<file path="config.mk">
export PLATFORM = sky130hd
export DESIGN_NAME = ilst_cell
export DESIGN_NICKNAME = d
export VERILOG_FILES = /design/src/rtl/core/assert_macros.svh /design/src/rtl/core/ilst_pkg.sv /design/src/rtl/core/ilst_cell.sv
export SDC_FILE = /design/constraint.sdc
export NUM_CORES = 1
export LEC_CHECK = 0
export BUFFER_PORTS_ARGS = -buffer_cell sky130_fd_sc_hd__buf_2
export CORE_AREA = 2 2 133 135
export CTS_CLUSTER_SIZE = 28
export DETAILED_ROUTE_END_ITERATION = 10
export DIE_AREA = 0 0 135 137
export GPL_ROUTABILITY_DRIVEN = 0
export PLACE_DENSITY_LB_ADDON = 0.15
export SETUP_SLACK_MARGIN = 0.02
export SKIP_LAST_GASP = 1
export SLEW_MARGIN = 20
export SYNTH_ARGS = -nofsm -noshare
export SYNTH_HDL_FRONTEND = slang
export SYNTH_SLANG_ARGS = --single-unit
</file>
<file path="constraint.sdc">
create_clock -name clk -period 18.55 [get_ports clk]
set_clock_uncertainty 0.05 [all_clocks]
set_input_delay 1.855 -clock clk [delete_from_list [all_inputs] [get_ports clk]]
set_output_delay 1.855 -clock clk [all_outputs]
set_load 0.02 [all_outputs]
</file>
<file path="src/rtl/core/assert_macros.svh">
// ----------------------------------------------------------------------------
// assert_macros.svh
// Shared concurrent assertion macros. Both sample on clk and are disabled
// while rst is high.
// ----------------------------------------------------------------------------
`ifndef ASSERT_MACROS_SVH
`define ASSERT_MACROS_SVH

// Condition must hold at every clock edge outside reset.
`define ASSERT_ALWAYS(label, cond, msg) \
  label: assert property (@(posedge clk) disable iff (rst) (cond)) else $error(msg);

// When ante holds, cons must hold in the next cycle.
`define ASSERT_NEXT(label, ante, cons, msg) \
  label: assert property (@(posedge clk) disable iff (rst) (ante) |=> (cons)) \
    else $error(msg);

`endif

</file>
<file path="src/rtl/core/ilst_pkg.sv">
// ----------------------------------------------------------------------------
// ilst_pkg
// Types and codes shared by the indexed list store and its cells.
// ----------------------------------------------------------------------------
`timescale 1ns / 1ps

package ilst_pkg;

  localparam int CMD_W   = 3;
  localparam int POS_W   = 7;
  localparam int DATA_W  = 64;
  localparam int COUNT_W = 7;

  typedef enum logic [CMD_W-1:0] {
    CMD_PUSH   = 3'd0,
    CMD_POP    = 3'd1,
    CMD_INSERT = 3'd2,
    CMD_REMOVE = 3'd3,
    CMD_SET    = 3'd4,
    CMD_GET    = 3'd5,
    CMD_CLEAR  = 3'd6
  } cmd_t;

  typedef enum logic [1:0] {
    ST_OK    = 2'd0,
    ST_ERROR = 2'd1,
    ST_FULL  = 2'd2
  } status_t;

  // Per-cell update selection
  typedef enum logic [1:0] {
    OP_HOLD       = 2'd0,
    OP_LOAD       = 2'd1,
    OP_FROM_LOWER = 2'd2,
    OP_FROM_UPPER = 2'd3
  } cell_op_t;

  // Accepted, successful command broadcast to every cell
  typedef struct packed {
    logic push;
    logic insert;
    logic remove;
    logic set;
  } act_t;

  typedef struct packed {
    logic [CMD_W-1:0]  cmd;
    logic [POS_W-1:0]  position;
    logic [DATA_W-1:0] entry_value;
  } req_t;

  typedef struct packed {
    logic [DATA_W-1:0]  read_value;
    logic [1:0]         status;
    logic [COUNT_W-1:0] count;
    logic               empty_res;
  } rsp_t;

endpackage

</file>
<file path="src/rtl/core/ilst_cell.sv">
// ----------------------------------------------------------------------------
// ilst_cell
// One list slot. Decodes the broadcast command against its own index and
// loads the new value, takes its lower or upper neighbor, or holds.
// ----------------------------------------------------------------------------
`timescale 1ns / 1ps

module ilst_cell #(
  parameter int INDEX = 0,
  parameter int PW    = 7,
  parameter int EW    = 64
) (
  input  logic                clk,
  input  ilst_pkg::act_t      act,
  input  logic [PW-1:0]       pos,
  input  logic [PW-1:0]       fill,
  input  logic                rd_en,
  input  logic [PW-1:0]       rd_idx,
  input  logic [EW-1:0]       wr_value,
  input  logic [EW-1:0]       lower_value,
  input  logic [EW-1:0]       upper_value,
  output logic [EW-1:0]       value,
  output logic [EW-1:0]       tap
);

  localparam logic [PW-1:0] IDX    = PW'(INDEX);
  localparam logic [PW:0]   IDX_P1 = (PW+1)'(INDEX + 1);

  ilst_pkg::cell_op_t op;

  always_comb begin
    op = ilst_pkg::OP_HOLD;
    if ((act.push && IDX == fill) || ((act.insert || act.set) && IDX == pos)) begin
      op = ilst_pkg::OP_LOAD;
    end else if (act.insert && IDX > pos && IDX <= fill) begin
      op = ilst_pkg::OP_FROM_LOWER;
    end else if (act.remove && IDX >= pos && IDX_P1 < {1'b0, fill}) begin
      op = ilst_pkg::OP_FROM_UPPER;
    end
  end

  always_ff @(posedge clk) begin
    case (op)
      ilst_pkg::OP_LOAD:       value <= wr_value;
      ilst_pkg::OP_FROM_LOWER: value <= lower_value;
      ilst_pkg::OP_FROM_UPPER: value <= upper_value;
      default:                 value <= value;
    endcase
  end

  // Read tap is zero unless this slot is addressed; the top ORs all taps
  assign tap = (rd_en && rd_idx == IDX) ? value : '0;

endmodule

</file>
# After elaboration in Yosys (flattened, before gate mapping)
# Index checks and enable logic that the tools add are counted.
[word_totals] output_inout_bits=128 regBits=64 in_bits=219 elab_cells=26
[op_classes] n_reduce_logical=13 n_eq_ne=3 muxes=5 n_lt_le_gt_ge=4
[op_table] cell="case mux 64 bit (3 select lines)" count=1
[op_table] cell="2-to-1 mux 64 bit" count=1
[op_table] cell="zero test 7 bit" count=3
[op_table] cell="greater-or-equal comparator 1 x 7 -> 1 bit (first input constant)" count=1
[op_table] cell="> comparator 1 x 7 -> 1 bit (first input constant)" count=1
[op_table] cell="less-or-equal comparator 1 x 7 -> 1 bit (first input constant)" count=1
[op_table] cell="logical AND 1 bit" count=7
[op_table] cell="less-than comparator 1 x 7 -> 1 bit (first input constant)" count=1
[op_table] cell="2-to-1 mux 2 bit" count=3
[op_table] cell="equality test 2 bit (second input constant)" count=2
[op_table] cell="nonzero test 3 bit" count=1
[op_table] cell="equality test 2 x 1 -> 1 bit (second input constant)" count=1
[op_table] cell="logical OR 1 bit" count=2

# Depth between registers and ports, before layout
# Gate-level depths: netlist (run 1).
[depth] word_depth=8 ltp_mapped=6 ltp_nobuf=4

# Worst setup path after synthesis (run 1)
# No wires, ideal clock.
[synth_timing] path_kind="in2reg" from="in fill[6]" to="reg value[0], enable pin" slack_ns=10.890 required_ns=17.916 setup_time_ns=0.584 path_stages=3 n_path_buf=0 arrival_ns=7.025 cell_sequence="nor4_2 -> nand2_1 -> o32ai_1"
[synth_via] elab_chain_len=7 word_cells_on_any_way=14 classes_between="2 x order compare; 3 x eq/ne; 3 x mux; 6 x reduce/logical"
[synth_rtl] element="start: declaration" line_no="ilst_cell.sv:16" rtl="input logic [PW-1:0] fill,"
[synth_rtl] element="less-than comparator 1 x 7 -> 1 bit" line_no="ilst_cell.sv:37" rtl="end else if (act.remove && IDX >= pos && IDX_P1 < {1'b0, fill}) begin"
[synth_rtl] element="logical AND 1 bit" line_no="ilst_cell.sv:37"
[synth_rtl] element="2-to-1 mux 2 bit" line_no="ilst_cell.sv:37"
[synth_rtl] element="2-to-1 mux 2 bit" line_no="ilst_cell.sv:35" rtl="end else if (act.insert && IDX > pos && IDX <= fill) begin"
[synth_rtl] element="2-to-1 mux 2 bit *" line_no="ilst_cell.sv:33" rtl="if ((act.push && IDX == fill) || ((act.insert || act.set) && IDX == pos)) begin"
[synth_rtl] element="equality test 2 bit or equality test 2 x 1 -> 1 bit (tied branches)" line_no="ilst_cell.sv:43" rtl="case (op)"
[synth_rtl] element="nonzero test 3 bit (no line) *"
[synth_rtl] element="end signal: assignment" line_no="ilst_cell.sv:44" rtl="ilst_pkg::OP_LOAD: value <= wr_value;"
[synth_rtl] element="end signal: assignment" line_no="ilst_cell.sv:45" rtl="ilst_pkg::OP_FROM_LOWER: value <= lower_value;"
[synth_rtl] element="end signal: assignment" line_no="ilst_cell.sv:46" rtl="ilst_pkg::OP_FROM_UPPER: value <= upper_value;"
[synth_rtl] element="end: declaration" line_no="ilst_cell.sv:22" rtl="output logic [EW-1:0] value,"
# Every way passes the cells marked *; elsewhere a longest branch is shown, timed or not.
# A chain may end at the register's enable or synchronous reset.

# Worst setup path after layout (run 1)
[layout_timing] from="in rd_idx[1]" to="out tap[10]"
[layout_via] elab_chain_len=3
[layout_rtl] element="start: declaration" line_no="ilst_cell.sv:18" rtl="input logic [PW-1:0] rd_idx,"
[layout_rtl] element="zero test 7 bit" line_no="ilst_cell.sv:52" rtl="assign tap = (rd_en && rd_idx == IDX) ? value : '0;"
[layout_rtl] element="logical AND 1 bit" line_no="ilst_cell.sv:52"
[layout_rtl] element="2-to-1 mux 64 bit" line_no="ilst_cell.sv:52"
[layout_rtl] element="end: declaration" line_no="ilst_cell.sv:23" rtl="output logic [EW-1:0] tap"
# No other way between the ends.

==> flow_summary.ini, run 1 <==
[min_path]
hold-path-cell-count = 2
hold_end = value[20]
hold_path.startpoint = wr_value[20]
worstHoldPathType = in2reg

[critical_path]
cp_cell_sequence = buf_2 -> nor4_1 -> and4b_2 -> and2_1 -> buf_2
crit_path_start = rd_idx[1]
worst-path-max-fanout = 64
slowest_stage = and4b_2
crit_required_ps = 16650
crit_path_start_kind = input pin
path_delay_family = simple AND/OR/NAND/NOR gates
critPathMostFrequentCell = buf_2
path_class = in2out
end_kind = output pin
crit_path_max_incr_delay_ps = 900
worst_ep_arrival_time_ps = 3540
path_buf_inv = 2

[global_route]
grt_start_max_net_pins = 65
grt_usage = 0.102
grt_antenna_before_repair = 0
grt_pass1_wl_um = 14000
grt_pass1_vias = 2752
grt_overflow_total = 0

[power_and_ir_drop]
p_clk_frac = 0.451
ir_drop_uv = 37.4
p_int_w = 0.000284
p_per_area_nw_per_um2 = 65.5
seq_power_share = 0.458
p_sw_w = 0.0000688
combPwrFrac = 0.091
switching_share = 0.195
p_leak_nw = 2.59

[yosys]
synth_warnings = 0
post_synth_num_cell_types = 17
yosysTopAreaCellShare = 0.545
async_flop_share = 0
synthFlopType = edfxtp_1
synthTopCellsByArea = edfxtp_1 (54%), mux2_4 (26%), and2_1 (11%)
synth-seq-cells = 64
synth_top_area_cell = edfxtp_1
synth_commonest_cells = and2_1 (64), edfxtp_1 (64), mux2_4 (60)
yosysSeqAreaShare = 0.545
netlist_area_um2 = 3530
synth_fp_nets = 440
synth_edf_count = 64
synthCells = 221
avgSynthCellArea_um2 = 16.0

[layout]
drive_above_1_share = 0.722
regMostFlops = value
final.fill_count = 1777
nNetsFinal = 722
syn_to_final_growth_pct = 52.7
num_antenna_cells = 0
reg.largest.list = value x64
largest_reg_flops = 64
final_cell_count_no_fill = 732

[drt]
wirelength_um = 9870
routedWlPerCell_um = 13.5
dr.first_iter.drc_count = 82
dr.pass1.iters = 4
vias = 2797
drc_errors = 0
vias_per_cell = 3.82
ant_nets = 0

[timing]
hold_violations = 0
slew_headroom = 0.372
finalCritPeriodShare = 0.293
finalSetupViolations = 0
fin_crit_ps = 5440
maxSlewViolCount = 0
rsz0062_at_grt = false
fmax_mhz = 184
setup-tns-final_ps = 0
tightestPinTransition_ps = 943

[place]
dp.cells = 717
hpwl_um = 7770
io_buffers = 282

[clock_tree]
cts_tree = built
ctsHtreeMaxLevel = 3
clock_path_buffers = 2
holdBufCountCts = 0
cts_buffers = 9
cts_resized = 0
clk_pin_slew_worst_paths_ps = 50
post-cts-setup-buffer-count = 0
cts_root_buf = clkbuf_16
clock_sinks = 64

[floorplanning]
io_pins = 347
start_util = 0.207
dieWidth_um = 135
die_h_um = 137
coreArea_um2 = 17100
row_count = 48
die-area_um2 = 18500

[flow_run]
max-cap-violations = 0

[status]
status = finished clean
## cell families (layout without fill, tap and decap cells)
kind of cell | after synthesis | after routing | synth area share
buf+inv | 16 | 302 | 0.0468
mux | 64 | 64 | 0.268
compound gates | 2 | 2 | 0.00461
simple gates | 75 | 75 | 0.136
flops | 64 | 64 | 0.545
## layout by cell type (no fill, tap or decap)
master	n
a21boi_0	1
and2_1	64
and4b_2	1
and4bb_4	1
buf_2	282
buf_4	3
bufinv_16	1
clkbuf_16	9
clkinv_1	3
clkinv_2	2
edfxtp_1	64
inv_1	2
mux2_2	4
mux2_4	60
nand2_1	2
nor2_1	3
nor3_1	1
nor4_1	1
nor4_2	2
o32ai_4	1
## power groups by stage
| stage | Clock, W | Sequential [W] | Combinational [W] |
|---|---|---|---|
| 3_5_place_dp | 0 | 0.000164 | 0.0000327 |
| 4_1_cts | 0.000168 | 0.000161 | 0.0000328 |
| 2_1_floorplan | 0 | 0.000166 | 0.0000117 |
| 3_3_place_gp | 0 | 0.000164 | 0.0000323 |
| 6_report | 0.000159 | 0.000162 | 0.0000322 |
| 5_1_grt | 0.000171 | 0.000162 | 0.0000352 |
## through the flow
step                setup WS, ps  total power (W)  hold slack [ps]  utilization  instance area, um2
floorplan                  10890         0.000178             2020            -                3530
global placement           13080         0.000197             2110        0.300                5110
detailed placement         13010         0.000197             2110        0.300                5110
CTS                        13010         0.000362             1750        0.316                5390
global route               12900         0.000368             1760        0.316                5390
finish                     13110         0.000353             1780        0.316                5390
## routing by layer
layer / global-route usage / vias up / part of all wire
li1: - / 1365 / -
met1: 0.117 / 1235 / 0.40
met2: 0.171 / 182 / 0.47
met3: 0.0311 / 15 / 0.10
met4: 0.0550 / 0 / 0.024
met5: 0 / - / 0
## how the worst max path moves through the flow
stage / slack, ps / depth (start not counted) / endpoint
2_1_floorplan: 10890 / 3 / value[0]
3_3_place_gp: 13080 / 5 / tap[48]
3_5_place_dp: 13010 / 5 / tap[42]
4_1_cts: 13010 / 5 / tap[42]
5_1_grt: 12900 / 5 / tap[42]
6_report: 13110 / 5 / tap[10]
## cell type report
class | count | area, um2 | area share
clock buffers | 9 | 225 | 0.0418
clock inverters | 6 | 51.3 | 0.00953
inverters | 2 | 7.51 | 0.00139
multi-input cells | 141 | 1460 | 0.272
flip-flops and latches | 64 | 1920 | 0.357
well taps | 225 | 282 | 0.0523
repair buffers | 285 | 1430 | 0.266
No activity file was read; power rests on OpenSTA's default activity.
==> run 2: changes to the inputs <==
==> constraint.sdc (replaced) <==
create_clock -name clk -period 4.6 [get_ports clk]
set_clock_uncertainty 0.05 [all_clocks]
set_input_delay 0.46 -clock clk [delete_from_list [all_inputs] [get_ports clk]]
set_output_delay 0.46 -clock clk [all_outputs]
set_load 0.02 [all_outputs]
==> run 2 against run 1 <==
Effect of this change:
- final area fell by 0.14%
- total power rose to 3.9 times the previous value
- cell count rose by 0.14%
- sequential power rose to 4.0 times the previous value
- critical path depth did not move
- utilization barely moved
- non-clock buffer count did not move
- largest power group unchanged
- worst hold slack got worse by 1400 ps
- die area did not move
- via count fell by 0.64%
==> flow_summary.ini, run 2 (same netlist as run 1, synthesis figures left out) <==
[floorplanning]
coreArea_um2 = 17100
dieWidth_um = 135
die-area_um2 = 18500
start_util = 0.207
die_h_um = 137
io_pins = 347
row_count = 48

[clock_tree]
post-cts-setup-buffer-count = 0
clk_pin_slew_worst_paths_ps = 50
cts_root_buf = clkbuf_16
cts_buffers = 9
ctsHtreeMaxLevel = 3
clock_sinks = 64
holdBufCountCts = 0
cts_resized = 0
cts_tree = built
clock_path_buffers = 2

[flow_run]
max-cap-violations = 0

[timing]
maxSlewViolCount = 0
rsz0062_at_grt = false
hold_violations = 0
fmax_mhz = 384
finalSetupViolations = 0
slew_headroom = 0.395
tightestPinTransition_ps = 907
fin_crit_ps = 2610
setup-tns-final_ps = 0
finalCritPeriodShare = 0.567
fin_ws_ps = 1990

[status]
status = finished clean

[layout]
final_common_cell = buf_2
utilization = 0.315
multi_input_area_um2 = 1460
layout_common_cells = buf_2 (282), and2_1 (64), edfxtp_1 (64), mux2_4 (60), clkbuf_16 (9)
reg.largest.list = value x64
largest_reg_flops = 64
regArea_um2 = 1920
drive_above_1_share = 0.722
num_antenna_cells = 0
syn_to_final_growth_pct = 52.5
nNetsFinal = 722
regMostFlops = value
final.fill_count = 1789

[power_and_ir_drop]
switching_share = 0.201
combPwrFrac = 0.095
seq_power_share = 0.476
p_leak_nw = 2.59
ir_drop_uv = 155
p_int_w = 0.00109
p_clk_frac = 0.430
p_per_area_nw_per_um2 = 255
p_sw_w = 0.000275

[global_route]
grt_start_max_net_pins = 65
grt_usage = 0.0966
grt_overflow_total = 0
grt_antenna_before_repair = 0
grt_pass1_wl_um = 13300
grt_pass1_vias = 2673

[min_path]
hold-path-cell-count = 2
worstHoldPathType = in2reg

[critical_path]
slowest_stage = and4b_2
critPathMostFrequentCell = buf_2
path_class = in2out
crit_path_start_kind = input pin
worst_ep_arrival_time_ps = 2100
cp_cell_sequence = buf_2 -> nor4_1 -> and4b_2 -> and2_1 -> buf_2
worst-path-max-fanout = 64
crit_required_ps = 4090
end_kind = output pin
crit_path_max_incr_delay_ps = 880

[drt]
vias = 2779
ant_nets = 0
wirelength_um = 9350
dr.first_iter.drc_count = 53
drc_errors = 0
vias_per_cell = 3.79
dr.pass1.iters = 4
routedWlPerCell_um = 12.8

[place]
place_worst_setup_slack_ps = 1680
io_buffers = 282
hpwl_um = 7460
==> run 2: final cells by class <==
cell class              count  area share
repair buffers            285       0.269
clock inverters             5     0.00442
inverters                   2     0.00140
multi-input cells         141       0.272
clock buffers              11      0.0433
flip-flops and latches     64       0.357
well taps                 225      0.0523
==> run 2: per-stage QoR <==
stage	hold WS [ps]	instances	instance area (um2)	power (W)
global placement	712	717	5120	0.000793
detailed placement	715	717	5120	0.000795
CTS	358	733	5380	0.00140
finish	379	733	5380	0.00137
global route	360	733	5380	0.00144
floorplan	627	221	3530	0.000717
==> run 2: power groups by stage <==
stage / registers [W] / clock network, W / logic [W]
after floorplan: 0.000669 / 0 / 0.0000472
after global placement: 0.000663 / 0 / 0.000130
after detailed placement: 0.000663 / 0 / 0.000132
after CTS: 0.000651 / 0.000621 / 0.000132
after global routing: 0.000651 / 0.000644 / 0.000142
final: 0.000651 / 0.000588 / 0.000130
==> run 2: worst max-delay path, delay by kind of cell <==
kind / cells / cell delay (ps)
simple gates: 3 / 1350
buf+inv: 2 / 260
==> run 2: final timing paths <==
| check | start | to | slack [ps] |
|---|---|---|---|
| min | upper_value[39] | value[39] | 380 |
| max | rd_idx[1] | tap[57] | 1990 |
==> run 2: metal layers <==
| metal | wire length, um | track usage | part of all wire |
|---|---|---|---|
| met5 | 0 | 0 | 0 |
| met2 | 4510 | 0.160 | 0.48 |
| met4 | 225 | 0.0544 | 0.024 |
| met1 | 3710 | 0.112 | 0.40 |
| met3 | 903 | 0.0281 | 0.097 |
